$ cat config.mk
export PLATFORM = sky130hd
export DESIGN_NAME = rsnh_ram
export DESIGN_NICKNAME = d
export VERILOG_FILES = /design/src/ray_segment_nearest_hit_assert.svh /design/src/rsnh_ram.sv
export SDC_FILE = /design/constraint.sdc
export NUM_CORES = 1
export LEC_CHECK = 0
export BUFFER_PORTS_ARGS = -buffer_cell sky130_fd_sc_hd__buf_2
export CORE_MARGIN = 2
export CORE_UTILIZATION = 45
export DETAILED_ROUTE_END_ITERATION = 16
export PLACE_DENSITY = 0.64
export REMOVE_ABC_BUFFERS = 1
export SLEW_MARGIN = 5
export SYNTH_ARGS = -nofsm -noshare
export SYNTH_HDL_FRONTEND = slang
export SYNTH_SLANG_ARGS = --single-unit
$ cat constraint.sdc
create_clock -name clock -period 2.1 [get_ports clock]
set_input_delay 0.42 -clock clock [delete_from_list [all_inputs] [get_ports clock]]
set_output_delay 0.42 -clock clock [all_outputs]
set_load 0.02 [all_outputs]
$ cat src/ray_segment_nearest_hit_assert.svh
// Assertion macros shared by the RTL.
`ifndef RAY_SEGMENT_NEAREST_HIT_ASSERT_SVH
`define RAY_SEGMENT_NEAREST_HIT_ASSERT_SVH

// Same-cycle implication, sampled on clock, off during reset.
`define RSNH_ASSERT_IMP(label, ante, cons) \
   label: assert property (@(posedge clock) disable iff (reset) (ante) |-> (cons)) \
      else $error("assertion failed: implication");

// Next-cycle implication, sampled on clock, off during reset.
`define RSNH_ASSERT_NEXT(label, ante, cons) \
   label: assert property (@(posedge clock) disable iff (reset) (ante) |=> (cons)) \
      else $error("assertion failed: next-cycle implication");

`endif

$ cat src/rsnh_ram.sv
module rsnh_ram #(
   parameter int WIDTH = 8,
   parameter int DEPTH = 16,
   localparam int AW = (DEPTH > 1) ? $clog2(DEPTH) : 1
) (
   input  logic             clock,
   input  logic             we,
   input  logic [AW-1:0]    waddr,
   input  logic [WIDTH-1:0] wdata,
   input  logic [AW-1:0]    raddr,
   output logic [WIDTH-1:0] rdata
);

   logic [WIDTH-1:0] mem_ff [DEPTH];
   logic [WIDTH-1:0] rdata_ff;

   always_ff @(posedge clock) begin
      if (we) begin
         mem_ff[waddr] <= wdata;
      end
      rdata_ff <= mem_ff[raddr];
   end

   assign rdata = rdata_ff;

endmodule

==> summary.txt <==
Outcome
  • Status: completed

Flow run
  • Maxcap violations: 0

CTS
  • Maximum buffer depth of the clock tree: 2
  • Clk pin slew, worst setup/hold paths: 0.06 ns
  • Clock latency on the worst-skew pair: ~0.41 ns
  • Hold buffers post-CTS: 0
  • CTS buffer count: 17
  • Cts repair resizes: 0
  • Htree depth: 4
  • Postcts setup bufs: 0
  • Clk root buf: clkbuf_16
  • TritonCTS clock tree: done
  • CTS Sinks: between 100 and 150

Synth
  • Synth cell count leaders: edfxtp_1 (128), mux4_2 (18), a22oi_1 (16)
  • Number of synthesized register bits: 136
  • Synthesized area per cell: roughly 22 um^2
  • Sequential area share after synthesis: 0.778
  • YS warnings: 0
  • Mapped cell area: between 0.005 and 0.006 mm^2
  • Synth top area share: 0.747
  • EDFF count, synth: 128
  • Count leader, synth: edfxtp_1
  • Area leader, netlist: edfxtp_1
  • Post-Synthesis Cells: 229
  • Synth top area cells: edfxtp_1 (75%), mux4_2 (7.9%), mux4_1 (7.1%), dfxtp_1 (3.1%), a22oi_1 (2.3%)
  • Synth async-reset ratio: 0
  • Post-synth top flop: edfxtp_1
  • Distinct cells, synth: 19

Drt
  • # DRC: 0
  • Post-Route WL: 10.1 mm
  • Initial detailed-routing violation count: 210
  • Antenna Nets Post-Route: 0
  • Via count: 2,498
  • Post-DR wirelength/cell: 22.5 um
  • DR pass1 iterations: 5
  • Via-to-Cell Ratio: ~5.6

STA
  • Final setup violation count: 0
  • Worst slew pin tran: about 0.42 ns
  • Max-slew violations: 0
  • Final worst slack: approximately 0.6 ns
  • RSZ-0062 raised after global routing: no
  • FMAX: 0.667 GHz
  • Final worst-path cycle share: 0.714
  • Relative slew slack: 0.720
  • Period minus WS final: 1.50 ns
  • Total negative setup slack: 0 ns
  • Final Hold Viols: 0
  • Clock skew: 0.00549 ns

Placed design
  • Worst slack, placed: 0.198 ns
  • Count of buffers from port buffering: 25
  • DPL Wire Length: about 6.4 mm
  • Final RePlAce weighted congestion: approximately 0.77

Global routing
  • First-pass GRT wire length: 15.5 mm
  • Antenna violations before repair: 0
  • Gr ovfl total: 0
  • Vias in the first global route: 2,557
  • Pin count of the biggest net entering global routing: 33
  • GRT Resource Usage Total: 0.177

Power
  • Leakage: 0.00216 uW
  • Peak supply drop: 680 uV
  • Design Power: roughly 6600 uW
  • Power per Cell Area: 1050 mW/mm^2

Die
  • Core area: 0.0113 mm^2
  • Row cnt: 39
  • Die area: about 0.012 mm^2
  • Die height: ~110 um
  • I/O pin cnt: 26
  • Starting Density: 0.457
  • Chip width: 111 um

Final layout
  • Final core occ: 0.555
  • Layout net count: ~310
  • FILL cells: 845
  • N_diodes: 0
  • Layout overhead on the synthesized area: 21.6%
  • Layout cells sized above 1: 0.341

Worst setup path
  • Critical Path, Cell by Cell: buf_2 > buf_12 > mux4_1 > a22oi_1 > nand2_1
  • Worst setup SP type: input port
  • Crit path max-delay cell type: mux4_1
  • Buf/Inv on CP: 2
  • Crit end category: register
  • Max FO, Critical Path: 29
  • CP delay by family, top: multiplexers
  • Largest stage delay, worst path: ~0.59 ns
  • Critical Path AT: 1.78 ns
  • Required @ worst endpoint: 2.38 ns
  • Critical setup path kind: in2reg

Hold path
  • Hold Path Class: in2reg
-- logic make-up after synthesis --
group,after synthesis,synth area share
buf+inv,10,0.0168
flops,136,0.778
simple gates,35,0.0318
mux,32,0.150
compound gates,16,0.0233
-- state kept, by name, indices dropped and copies added (netlist names) --
register  flops
rdata         8
mem_ff      128
-- final cells by class --
| class | instances | area, um^2 | area share |
|---|---|---|---|
| Sequential cell | 136 | 4000 | 0.640 |
| Multi-Input combinational cell | 83 | 1060 | 0.169 |
| Clock buffer | 18 | 439 | 0.0702 |
| Timing Repair Buffer | 55 | 375 | 0.0600 |
| Clock inverter | 13 | 203 | 0.0324 |
| Tap cell | 143 | 179 | 0.0286 |
-- layer usage --
layer  GRT usage  part of all wire  vias up
li1            -                 -     1100
met1       0.252              0.44     1291
met2       0.272              0.49      101
met3      0.0476             0.067        6
met4      0.0575            0.0076        0
met5           0                 0        -
-- layout by cell type, fill, tap and decap left out, drive strengths merged --
cell type  netlist  final
a22oi           16     16
and2             1      1
and2b            1      1
buf              7     55
bufinv           0      5
clkbuf           0     18
clkinv           0      4
clkinvlp         0      4
dfxtp            8      8
edfxtp         128    128
mux4            32     32
nand2            9      9
nand2b           2      2
nand3            1      1
nand3b           2      2
nor2            13     13
nor2b            1      1
nor3             4      4
or3b             1      1
-- final timing paths --
| kind | start | to | slack [ns] | cells past startpoint |
|---|---|---|---|---|
| max | raddr[0] | rdata[2] | 0.60 | 5 |
| min | wdata[5] | mem_ff[1][5] | 0.41 | 1 |
| max reg2reg | mem_ff[2][1] | rdata[1] | 0.69 | 3 |
| min reg2reg | mem_ff[7][0] | rdata[0] | 0.68 | 3 |
-- power by group --
part / switching (uW) / total, uW / internal [uW]
Sequential: 22.2 / 3060 / 3040
Combinational: 180 / 309 / 129
Clock: 1080 / 3200 / 2120
Total: 1280 / 6560 / 5290
-- stage by stage --
| stage | instance area [um^2] | cells | hold WS [ns] |
|---|---|---|---|
| floorplan | 5060 | 219 | 0.519 |
| global placement | 5620 | 417 | 0.655 |
| detailed placement | 5620 | 417 | 0.674 |
| CTS | 6260 | 448 | 0.392 |
| global route | 6260 | 448 | 0.409 |
| finish | 6260 | 448 | 0.406 |
Note: power is estimated with default switching activity, not from simulation.
