`src/ray_segment_nearest_hit_assert.svh`:
```
// Assertion macros shared by the RTL.
`ifndef RAY_SEGMENT_NEAREST_HIT_ASSERT_SVH
`define RAY_SEGMENT_NEAREST_HIT_ASSERT_SVH

// Same-cycle implication, sampled on clock, off during reset.
`define RSNH_ASSERT_IMP(label, ante, cons) \
   label: assert property (@(posedge clock) disable iff (reset) (ante) |-> (cons)) \
      else $error("assertion failed: implication");

// Next-cycle implication, sampled on clock, off during reset.
`define RSNH_ASSERT_NEXT(label, ante, cons) \
   label: assert property (@(posedge clock) disable iff (reset) (ante) |=> (cons)) \
      else $error("assertion failed: next-cycle implication");

`endif

```
`src/rsnh_pkg.sv`:
```
package rsnh_pkg;

   localparam int SEGMENTS = 16;
   localparam int SEG_AW   = (SEGMENTS > 1) ? $clog2(SEGMENTS) : 1;
   localparam int SEG_CW   = $clog2(SEGMENTS + 1);
   localparam int COORD_W  = 32;
   localparam int ENTRY_W  = 4 * COORD_W;

   localparam int REQ_DATA_W = 296;
   localparam int REQ_USER_W = 2;
   localparam int RSP_DATA_W = 32;
   localparam int CNT_REG_W  = 5;
   localparam int CSR_AW     = 3;
   localparam int CSR_DW     = 32;

   localparam int MA_W   = 38;
   localparam int MB_W   = 34;
   localparam int MP_W   = MA_W + MB_W;
   localparam int ACC_W  = 76;
   localparam int NUM_W  = 100;
   localparam int DEN_W  = 63;
   localparam int QUOT_W = 32;
   localparam int DIV_CW = $clog2(QUOT_W);

   localparam logic [1:0] MODE_LOAD = 2'd0;
   localparam logic [1:0] MODE_CAST = 2'd1;

   localparam logic [0:0] REG_SEGMENT_COUNT = 1'b0;

   localparam logic [15:0] QUARTER_TURN = 16'h4000;
   localparam logic [31:0] ONE_Q30 = 32'd1073741824;
   localparam logic [31:0] SC1 = 32'd1686629713;
   localparam logic [31:0] SC3 = 32'd693598668;
   localparam logic [31:0] SC5 = 32'd85569306;
   localparam logic [31:0] SC7 = 32'd5026996;
   localparam logic [31:0] SC9 = 32'd172272;

   localparam logic [2:0] SIN_SQUARE = 3'd0;
   localparam logic [2:0] SIN_FIRST  = 3'd1;
   localparam logic [2:0] SIN_LAST   = 3'd5;

   typedef enum logic [1:0] {MAC_HOLD, MAC_LOAD, MAC_ADD, MAC_SUB} mac_op_type;

   typedef struct packed {
      mac_op_type             op;
      logic signed [MA_W-1:0] a;
      logic signed [MB_W-1:0] b;
   } mac_cmd_type;

   typedef struct packed {
      logic             start;
      logic [NUM_W-1:0] num;
      logic [DEN_W-1:0] den;
   } div_cmd_type;

   typedef struct packed {
      logic              busy;
      logic              done;
      logic [QUOT_W-1:0] quot;
   } div_stat_type;

   typedef enum logic [3:0] {
      ST_IDLE, ST_SIN, ST_ORG, ST_RD, ST_PREP, ST_DEN, ST_NU, ST_NT, ST_CHK, ST_DIV, ST_DONE
   } state_type;

endpackage

```
`src/rsnh_mac.sv`:
```
module rsnh_mac (
   input  logic                              clock,
   input  logic                              reset,
   input  rsnh_pkg::mac_cmd_type             cmd,
   output logic signed [rsnh_pkg::ACC_W-1:0] acc
);
   import rsnh_pkg::*;

   logic signed [MP_W-1:0]  prod_ff, prod_in;
   logic signed [ACC_W-1:0] acc_ff, acc_in;
   mac_op_type              op_ff;

   assign prod_in = cmd.a * cmd.b;

   always_comb begin
      unique case (op_ff)
         MAC_LOAD: acc_in = ACC_W'(prod_ff);
         MAC_ADD:  acc_in = acc_ff + ACC_W'(prod_ff);
         MAC_SUB:  acc_in = acc_ff - ACC_W'(prod_ff);
         default:  acc_in = acc_ff;
      endcase
   end

   always_ff @(posedge clock) begin
      if (reset) begin
         op_ff <= MAC_HOLD;
      end else begin
         op_ff <= cmd.op;
      end
      prod_ff <= prod_in;
      acc_ff  <= acc_in;
   end

   assign acc = acc_ff;

endmodule

```
`config.mk`:
```
export PLATFORM = sky130hd
export DESIGN_NAME = rsnh_mac
export DESIGN_NICKNAME = d
export VERILOG_FILES = /design/src/ray_segment_nearest_hit_assert.svh /design/src/rsnh_pkg.sv /design/src/rsnh_mac.sv
export SDC_FILE = /design/constraint.sdc
export NUM_CORES = 2
export LEC_CHECK = 0
export BUFFER_PORTS_ARGS = -buffer_cell sky130_fd_sc_hd__buf_2
export CAP_MARGIN = 20
export CORE_ASPECT_RATIO = 1.1
export CORE_MARGIN = 1.5
export CORE_UTILIZATION = 35
export CTS_BUF_LIST = sky130_fd_sc_hd__clkbuf_16
export DETAILED_ROUTE_END_ITERATION = 16
export GPL_ROUTABILITY_DRIVEN = 0
export GPL_TIMING_DRIVEN = 0
export HOLD_SLACK_MARGIN = 0.08
export PLACE_DENSITY_LB_ADDON = 0.1
export SYNTH_ARGS = -nofsm -noshare
export SYNTH_HDL_FRONTEND = slang
export SYNTH_SLANG_ARGS = --single-unit
export TNS_END_PERCENT = 1
```
`constraint.sdc`:
```
create_clock -name clock -period 13.53 [get_ports clock]
set_input_delay 2.706 -clock clock [delete_from_list [all_inputs] [get_ports clock]]
set_output_delay 2.706 -clock clock [all_outputs]
set_load 0.01 [all_outputs]
```
==> run summary <==
CP Data Arrival Time -> 12.78 ns
Clk Latency, worst-skew pair -> 0.51 ns
multi-input logic area -> 46,000 µm²
Die ar. -> 163,000 µm²
Final Cell Area -> 60,600 µm²
Num CTS Buffers -> 25
initial antenna violation count -> 23
Reg2Reg Capture Point -> acc[71]$_DFFE_PP_
Post-synth ARST share -> 0%
Pre-antenna DRT Iters -> 5
Post-CTS Setup Repair Bufs -> 0
final setup vio count -> 0
Post-CTS Hold Buffers -> 0
Post-Synthesis Net Count -> 7,835
vias in the first global route -> 46.0k
Layout Skew -> 0.0248 ns
share of the synthesized area in the top cell type -> 48.9%
Pins Over Slew Limit -> 0
routed wire length -> 231 mm
f_max -> 0.0804 GHz
share of cells above drive strength 1 -> 4.20%
Placement Rows -> 153
port bufs -> 118
RSZ-0062 raised after global routing -> false
Top cell by count, worst path -> fa_1
Synth warnings -> 0
Data required, critical path -> 13.88 ns
core area -> 159,000 µm²
die width -> 385 µm
fillers -> 16.4k
Ports -> 152
Final HPWL DP -> 197 mm
Reg-to-Reg Start -> prod_ff[0]$_DFF_P_
largest net degree at the start of global routing -> 47
first-pass GRT wire length -> 330 mm
slowest cell delay on critical path -> 0.69 ns
placed instance area -> 59,800 µm²
total grt overflow -> 0
hold path depth -> 1
Slowest-stage cell, CP -> buf_1
WS Path Type -> input port to flip-flop
Min-Delay Startpoint -> prod_ff[28]$_DFF_P_
Root Buffer Master -> clkbuf_16
top post-synthesis cells by area -> fa_1 (49%), inv_1 (9.2%), and2_1 (7.5%), ha_1 (6.4%), nand2_1 (4.8%)
Total GRT Usage -> 28.7%
FF+latch count, synth -> 150
Period minus WS final -> 12.43 ns
Min-Delay Endpoint -> acc[28]$_DFFE_PP_
CTS sink cnt -> 150
mapped cell area -> 56,100 µm²
worst-margin pin slew -> 1.35 ns
crit path launch type -> input port
R2R depth -> 22
htree depth -> 4
Max FO, Critical Path -> 10
Syn Inst Count -> 6,101
drt via density -> 5.14
# DRC -> 0
Sum Neg Setup Slack -> 0 ns
Post-synth top cells -> inv_1 (1,379), fa_1 (1,370), nand2_1 (723)
Yosys cell types -> 79
most common cell in the netlist -> inv_1
EDFF count, synth -> 76
Reg clk slew, reported paths -> 0.06 ns
Starting DRT DRC Count -> 3,878
status -> completed
Initial Util -> 35.4%
Max Cap Viol -> 0
flop-to-flop setup slack -> 6.10 ns
Reg area -> 3760 µm²
Avg Inst Size Synth -> 9.20 µm²
slew margin rel. -> 10.1%
wire per inst -> 27.5 µm
hold slack -> 0.615 ns
fin crit share -> 91.9%
CTS tree -> yes
Synth Flop Type -> edfxtp_1
leading area contributor after synthesis -> fa_1
Hold Fails Final Rpt -> 0
Worst Setup End Kind -> flip-flop
die height -> 423 µm
nets -> 8,014
CTS resizes -> 0
DR vias -> 43.1k
Worst Hold Class -> flip-flop to flip-flop
register area share after synthesis -> 6.71%
Syn-to-layout area delta -> 7.98%
post-route ant nets -> 0
Max Root-Sink Buffers -> 3
-- sequential cells by signal (all words and copies together) (netlist names) --
name / cells
acc: 76
op_ff: 2
prod_ff: 72
-- worst max-delay path by stage --
stage | from | endpoint | slack [ns] | depth (start not counted)
4_1_cts | cmd[5] | prod_ff[71]$_DFF_P_ | 1.11 | 30
3_5_place_dp | cmd[5] | prod_ff[71]$_DFF_P_ | 0.60 | 30
3_3_place_gp | cmd[5] | prod_ff[71]$_DFF_P_ | 0.57 | 30
5_1_grt | cmd[5] | prod_ff[71]$_DFF_P_ | 0.74 | 30
2_1_floorplan | cmd[1] | prod_ff[71]$_DFF_P_ | 3.12 | 24
6_report | cmd[5] | prod_ff[71]$_DFF_P_ | 1.10 | 30
-- worst max-delay path: cells and delay by family --
kind	cells	cell delay, ns
fa+ha+maj	9	4.62
compound gates	7	2.53
buf+inv	9	1.77
simple gates	4	0.96
xor+xnor	1	0.15
-- through the flow --
stage	cells	util, %	setup WS (ns)
3_5_place_dp	8336	37.7	0.602
5_1_grt	8382	38.2	0.739
4_1_cts	8369	38.1	1.11
2_1_floorplan	6101	-	3.12
6_report	8394	38.2	1.10
3_3_place_gp	8311	37.4	0.569
-- final cells by class --
| cell class | instances | share of cell area, % |
|---|---|---|
| Multi-Input combinational cell | 4256 | 75.9 |
| Tap cell | 2092 | 4.32 |
| Sequential cell | 150 | 6.21 |
| Clock buffer | 25 | 1.03 |
| Inverter | 1381 | 8.55 |
| Clock inverter | 8 | 0.0599 |
| Buffer | 314 | 1.95 |
| Antenna cell | 16 | 0.0661 |
| Timing Repair Buffer | 152 | 1.90 |
-- cells in the final DEF (no fill, tap or decap), types with 12 or more instances in the layout --
cell,synthesis,final
o31ai_1,18,18
mux2_2,57,57
o21a_1,12,12
ha_1,288,287
inv_1,1379,1381
nor3_1,28,28
clkbuf_1,302,301
nand3_1,37,37
a211oi_1,22,22
nand2_1,723,723
edfxtp_1,76,76
nand2b_1,22,22
nor2_1,148,148
a21o_1,77,77
diode_2,0,16
o21ai_0,115,115
buf_2,1,119
clkbuf_16,0,25
nand4_1,32,32
and3_1,16,16
a31oi_1,17,17
a21oi_1,186,186
buf_8,0,21
and2_1,674,674
xnor2_1,134,134
nor2b_1,16,16
o21bai_1,28,28
dfxtp_1,74,74
nor4_1,18,18
xor2_1,91,91
fa_1,1370,1369
-- per-layer routing --
metal | vias to the layer above | global-route usage, % | share of wire (%)
li1 | 18500 | - | -
met1 | 22300 | 38.2 | 41
met2 | 1828 | 44.9 | 45
met3 | 446 | 5.79 | 8.4
met4 | 22 | 12.7 | 5.4
met5 | - | 0 | 0.063
-- logic make-up after synthesis --
logic type,Yosys count,synth area share [%]
compound gates,559,6.29
flops,150,6.71
simple gates,1755,15.7
mux,59,1.18
fa+ha+maj,1658,55.3
buf+inv,1695,11.3
xor+xnor,225,3.51
Power is not shown: default switching activity piles up to over one toggle a cycle in this logic, so the estimate is an artifact.
