$ cat src/ray_segment_nearest_hit_assert.svh
// Assertion macros shared by the RTL.
`ifndef RAY_SEGMENT_NEAREST_HIT_ASSERT_SVH
`define RAY_SEGMENT_NEAREST_HIT_ASSERT_SVH

// Same-cycle implication, sampled on clock, off during reset.
`define RSNH_ASSERT_IMP(label, ante, cons) \
   label: assert property (@(posedge clock) disable iff (reset) (ante) |-> (cons)) \
      else $error("assertion failed: implication");

// Next-cycle implication, sampled on clock, off during reset.
`define RSNH_ASSERT_NEXT(label, ante, cons) \
   label: assert property (@(posedge clock) disable iff (reset) (ante) |=> (cons)) \
      else $error("assertion failed: next-cycle implication");

`endif

$ cat src/rsnh_pkg.sv
package rsnh_pkg;

   localparam int SEGMENTS = 16;
   localparam int SEG_AW   = (SEGMENTS > 1) ? $clog2(SEGMENTS) : 1;
   localparam int SEG_CW   = $clog2(SEGMENTS + 1);
   localparam int COORD_W  = 32;
   localparam int ENTRY_W  = 4 * COORD_W;

   localparam int REQ_DATA_W = 296;
   localparam int REQ_USER_W = 2;
   localparam int RSP_DATA_W = 32;
   localparam int CNT_REG_W  = 5;
   localparam int CSR_AW     = 3;
   localparam int CSR_DW     = 32;

   localparam int MA_W   = 38;
   localparam int MB_W   = 34;
   localparam int MP_W   = MA_W + MB_W;
   localparam int ACC_W  = 76;
   localparam int NUM_W  = 100;
   localparam int DEN_W  = 63;
   localparam int QUOT_W = 32;
   localparam int DIV_CW = $clog2(QUOT_W);

   localparam logic [1:0] MODE_LOAD = 2'd0;
   localparam logic [1:0] MODE_CAST = 2'd1;

   localparam logic [0:0] REG_SEGMENT_COUNT = 1'b0;

   localparam logic [15:0] QUARTER_TURN = 16'h4000;
   localparam logic [31:0] ONE_Q30 = 32'd1073741824;
   localparam logic [31:0] SC1 = 32'd1686629713;
   localparam logic [31:0] SC3 = 32'd693598668;
   localparam logic [31:0] SC5 = 32'd85569306;
   localparam logic [31:0] SC7 = 32'd5026996;
   localparam logic [31:0] SC9 = 32'd172272;

   localparam logic [2:0] SIN_SQUARE = 3'd0;
   localparam logic [2:0] SIN_FIRST  = 3'd1;
   localparam logic [2:0] SIN_LAST   = 3'd5;

   typedef enum logic [1:0] {MAC_HOLD, MAC_LOAD, MAC_ADD, MAC_SUB} mac_op_type;

   typedef struct packed {
      mac_op_type             op;
      logic signed [MA_W-1:0] a;
      logic signed [MB_W-1:0] b;
   } mac_cmd_type;

   typedef struct packed {
      logic             start;
      logic [NUM_W-1:0] num;
      logic [DEN_W-1:0] den;
   } div_cmd_type;

   typedef struct packed {
      logic              busy;
      logic              done;
      logic [QUOT_W-1:0] quot;
   } div_stat_type;

   typedef enum logic [3:0] {
      ST_IDLE, ST_SIN, ST_ORG, ST_RD, ST_PREP, ST_DEN, ST_NU, ST_NT, ST_CHK, ST_DIV, ST_DONE
   } state_type;

endpackage

$ cat src/rsnh_div.sv
module rsnh_div (
   input  logic                   clock,
   input  logic                   reset,
   input  rsnh_pkg::div_cmd_type  cmd,
   output rsnh_pkg::div_stat_type stat
);
   import rsnh_pkg::*;

   localparam int DSH_W = DEN_W + QUOT_W - 1;

   logic [NUM_W-1:0]  rem_ff, rem_in;
   logic [DSH_W-1:0]  dsh_ff, dsh_in;
   logic [QUOT_W-1:0] q_ff, q_in;
   logic [DIV_CW-1:0] cnt_ff, cnt_in;
   logic              busy_ff, busy_in, done_ff, done_in;
   logic              ge;

   assign ge = rem_ff >= NUM_W'(dsh_ff);

   always_comb begin
      rem_in  = rem_ff;
      dsh_in  = dsh_ff;
      q_in    = q_ff;
      cnt_in  = cnt_ff;
      busy_in = busy_ff;
      done_in = 1'b0;
      if (cmd.start) begin
         if (cmd.num >= (NUM_W'(cmd.den) << QUOT_W)) begin
            q_in    = '1;
            done_in = 1'b1;
            busy_in = 1'b0;
         end else begin
            rem_in  = cmd.num;
            dsh_in  = DSH_W'(cmd.den) << (QUOT_W - 1);
            q_in    = '0;
            cnt_in  = DIV_CW'(QUOT_W - 1);
            busy_in = 1'b1;
         end
      end else if (busy_ff) begin
         if (ge) begin
            rem_in = rem_ff - NUM_W'(dsh_ff);
         end
         q_in   = {q_ff[QUOT_W-2:0], ge};
         dsh_in = dsh_ff >> 1;
         cnt_in = cnt_ff - DIV_CW'(1);
         if (cnt_ff == '0) begin
            busy_in = 1'b0;
            done_in = 1'b1;
         end
      end
   end

   always_ff @(posedge clock) begin
      if (reset) begin
         busy_ff <= 1'b0;
         done_ff <= 1'b0;
         cnt_ff  <= '0;
      end else begin
         busy_ff <= busy_in;
         done_ff <= done_in;
         cnt_ff  <= cnt_in;
      end
      rem_ff <= rem_in;
      dsh_ff <= dsh_in;
      q_ff   <= q_in;
   end

   assign stat.busy = busy_ff;
   assign stat.done = done_ff;
   assign stat.quot = q_ff;

endmodule
$ cat config.mk
export PLATFORM = sky130hd
export DESIGN_NAME = rsnh_div
export DESIGN_NICKNAME = d
export VERILOG_FILES = /design/src/ray_segment_nearest_hit_assert.svh /design/src/rsnh_pkg.sv /design/src/rsnh_div.sv
export SDC_FILE = /design/constraint.sdc
export NUM_CORES = 1
export LEC_CHECK = 0
export ABC_AREA = 1
export ABC_CLOCK_PERIOD_IN_PS = 5030
export BUFFER_PORTS_ARGS = -buffer_cell sky130_fd_sc_hd__buf_2
export CORE_MARGIN = 5
export CORE_UTILIZATION = 30
export CTS_BUF_LIST = sky130_fd_sc_hd__clkbuf_4 sky130_fd_sc_hd__clkbuf_8 sky130_fd_sc_hd__clkbuf_16
export DETAILED_ROUTE_END_ITERATION = 16
export GPL_TIMING_DRIVEN = 1
export HOLD_SLACK_MARGIN = 0.12
export PLACE_DENSITY = 0.59
export SYNTH_ARGS = -nofsm -noshare
export SYNTH_HDL_FRONTEND = slang
export SYNTH_SLANG_ARGS = --single-unit
$ cat constraint.sdc
create_clock -name clock -period 5.03 [get_ports clock]
set_input_delay 1.2575 -clock clock [delete_from_list [all_inputs] [get_ports clock]]
set_output_delay 1.2575 -clock clock [all_outputs]
set_load 0.05 [all_outputs]
==> flow_metrics.py <==
metrics = {
    "synth": {
        "synth.distinct_cells": 41,
        "yosysTopAreaCellShare": 0.3147,
        "synth_top_area_cell": "edfxtp_1",
        "syn_nets": 3739,
        "yosys_register_bits": 233,
        "synth-seq-area-share": 0.3212,
        "synth_area_leaders": "edfxtp_1 (31%), nand2_1 (23%), inv_1 (11%)",
        "syn_area_per_cell_sq_um": 6.318,
        "syn_inst": 3413,
        "yosysWarningCount": 0,
        "netlist_area_sq_um": 21560,
    },
    "min_path": {
        "whs_endpoint": "q_ff[20]",
        "min_path_type": "reg -> reg",
        "whs_path_depth": 2,
        "hp-start": "q_ff[19]",
    },
    "route": {
        "ant_nets": 0,
        "wl_per_cell_um": 18.96,
        "viasPerCell": 4.746,
        "drt_iter0_drc": 1612,
        "num_vias": 21740,
        "wirelength_um": 86810,
        "drt-pass1-iter-count": 5,
        "route.detailed.drc": 0,
    },
    "die": {
        "core_area_sq_um": 71360,
        "die_h_um": 278.1,
        "num_rows": 98,
        "pin_count": 200,
        "die-area_sq_um": 77340,
        "die_w_um": 278.1,
        "start_util": 0.3022,
    },
    "setup_path": {
        "arrival_ns": 4.08,
        "r2r_cells": 12,
        "slowest_delay_ns": 0.46,
        "cp.buffers_inverters": 1,
        "critPathSlowestCell": "ha_1",
        "r2r_start": "rem_ff[81]",
        "path_delay_family": "simple AND/OR/NAND/NOR gates",
        "path_class": "reg -> reg",
        "reg2reg_to": "rem_ff[78]",
        "reg2reg_slack_ns": 1.19,
        "cp_cell_sequence": "ha_1 > nand2_1 > nor2_2 > nand2_1 > nor2_1 > nand2_1 > nor2_1 > nand4_1 > nand3_1 > nand3_1 > nand2_4 > buf_12",
        "end_kind": "flop",
        "startpoint_type": "flop",
        "path_common_cell": "nand2_1",
        "crit_fanout": 74,
        "worstPathRequired_ns": 5.27,
    },
    "clock_tree": {
        "clk_latency_ns": 0.61,
        "cts_root_buffer": "clkbuf_16",
        "clock-sinks": 233,
        "cts_max_level": 1,
        "cts_resized": 0,
        "clk_pin_slew_worst_paths_ns": 0.06,
        "cts_inserted_buffers": 28,
        "clock_path_buffers": 3,
        "cts_tree": "yes",
        "postCtsSetupBuffers": 0,
        "ctsHoldBuffers": 0,
    },
    "grt": {
        "antenna_found_initial": 0,
        "grtUsageTotal": 0.2154,
        "grt_pass1_wl_um": 127800,
        "grt_pass1_vias": 20820,
        "grt-ovfl-total": 0,
        "grt_max_degree": 88,
    },
    "power": {
        "cell_internal_pwr_mw": 3.705,
        "clkPwrFrac": 0.443,
        "cellLeakagePower_nw": 12.94,
        "seqPwrFrac": 0.431,
        "combPwrFrac": 0.126,
        "peakVddDrop_mv": 0.2617,
        "p_per_area_nw_per_um2": 204.4,
        "swShare": 0.2668,
        "power.total_mw": 5.053,
        "netSwitchingPower_mw": 1.348,
    },
    "place": {
        "io_buffer_count": 199,
        "pre_cts_slack_ns": 0.7840,
        "gp_congestion": 1.013,
        "placed_cells": 4526,
        "dp_hpwl_um": 73250,
    },
    "sta": {
        "finClkSkew_ns": 0.02271,
        "min_period_ns": 3.837,
        "rsz0062_at_grt": "no",
        "drv_slew": 0,
        "fmaxAchievable_ghz": 0.2607,
        "finalCritPeriodShare": 0.7627,
        "tightest_slew_ns": 0.9028,
        "worst_slack_ns": 1.193,
        "maxSlewHeadroom": 0.3935,
        "setup_tns_ns": 0,
        "setup_violations": 0,
        "hold_viol": 0,
    },
    "flow_run": {
        "max-cap-violations": 0,
    },
    "run_status": {
        "status": "finished, final reports clean",
    },
    "cells_and_area": {
        "final_cell_mix": "nand2_1 (1333), inv_1 (643), nor2_1 (290)",
        "syn_to_final_growth_pct": 14.66,
        "instances_no_fill": 4580,
        "nets": 3932,
        "drive_gt1_frac": 0.09923,
        "final_common_cell": "nand2_1",
    },
}
==> cell type report <==
class,count,area [sq um]
antenna,2,5.005
clock buffer,29,708.2
clock inverter,23,292.8
fill,8150,46640
inverter,673,2529
multi-input combinational,2459,11930
sequential,233,6927
tap,950,1189
timing repair buffer,211,1145
==> registers in the layout, indices dropped and copies added, names as in the netlist <==
name and cells:
dsh_ff 94, busy_ff 1, cnt_ff 5, q_ff 32
rem_ff 100, done_ff 1
==> power by group through the flow <==
stage,clock network [mW],logic (mW),registers [mW]
6_report,2.24,0.637,2.18
5_1_grt,2.38,0.717,2.18
4_1_cts,2.30,0.642,2.18
3_5_place_dp,0,0.641,2.22
3_3_place_gp,0,0.631,2.22
2_1_floorplan,0,0.334,2.28
==> synth_stat cells, drive strengths merged <==
| master | n |
|---|---|
| nand2 | 1346 |
| inv | 672 |
| nor2 | 318 |
| edfxtp | 226 |
| nand3 | 197 |
| ha | 159 |
| a21oi | 142 |
| o21ai | 121 |
| nand4 | 46 |
| clkbuf | 37 |
| or2 | 34 |
| o21bai | 24 |
| nor3 | 22 |
| xnor2 | 12 |
| buf | 11 |
| nand3b | 10 |
| dfxtp | 7 |
| nor4 | 7 |
| xor2 | 7 |
| and2 | 4 |
| a21o | 3 |
| o21a | 2 |
| a21boi | 1 |
| a31oi | 1 |
| and3 | 1 |
| clkinv | 1 |
| fa | 1 |
| o31ai | 1 |
==> metrics by stage <==
| stage | hold slack [ns] | util | cell area, sq um |
|---|---|---|---|
| after floorplan | 0.5194 | - | 21570 |
| after global placement | 0.5223 | 0.3324 | 23720 |
| after detailed placement | 0.5276 | 0.3324 | 23720 |
| after CTS | 0.5443 | 0.3464 | 24720 |
| after global routing | 0.5619 | 0.3464 | 24720 |
| final | 0.5427 | 0.3465 | 24730 |
==> cells by family after synthesis <==
| family | share of synthesized area |
|---|---|
| DFF | 0.3212 |
| buffers and inverters | 0.1262 |
| AOI/OAI and AO/OA | 0.07351 |
| adders and majority gates | 0.09318 |
| and+or+nand+nor | 0.3782 |
| xor gates and xnor gates | 0.007717 |
==> worst min-delay path, cell delays in order, from the launching register on <==
cell and delay [ns]:
edfxtp_1 0.34, nand2_1 0.05, nand2_1 0.05
==> worst max-delay path by stage <==
stage / startpoint / to / slack [ns] / depth (start not counted)
final: rem_ff[81] / rem_ff[78] / 1.19 / 12
after global routing: dsh_ff[85] / rem_ff[73] / 1.10 / 13
after CTS: rem_ff[84] / rem_ff[73] / 1.37 / 12
after detailed placement: cmd[55] / rem_ff[80] / 0.78 / 15
after global placement: cmd[55] / rem_ff[82] / 0.80 / 15
after floorplan: cmd[59] / dsh_ff[0] / 0.06 / 11
==> routing by layer <==
layer  wire length [um]  GRT usage  vias up  share of wire
li1                   -          -    11020              -
met1              40340     0.3013     9980           0.46
met2              39020     0.3557      644           0.45
met3               5166    0.02735       92          0.060
met4               2286    0.05249        0          0.026
met5                  0          0        -              0
(Power assumes the default switching activity.)
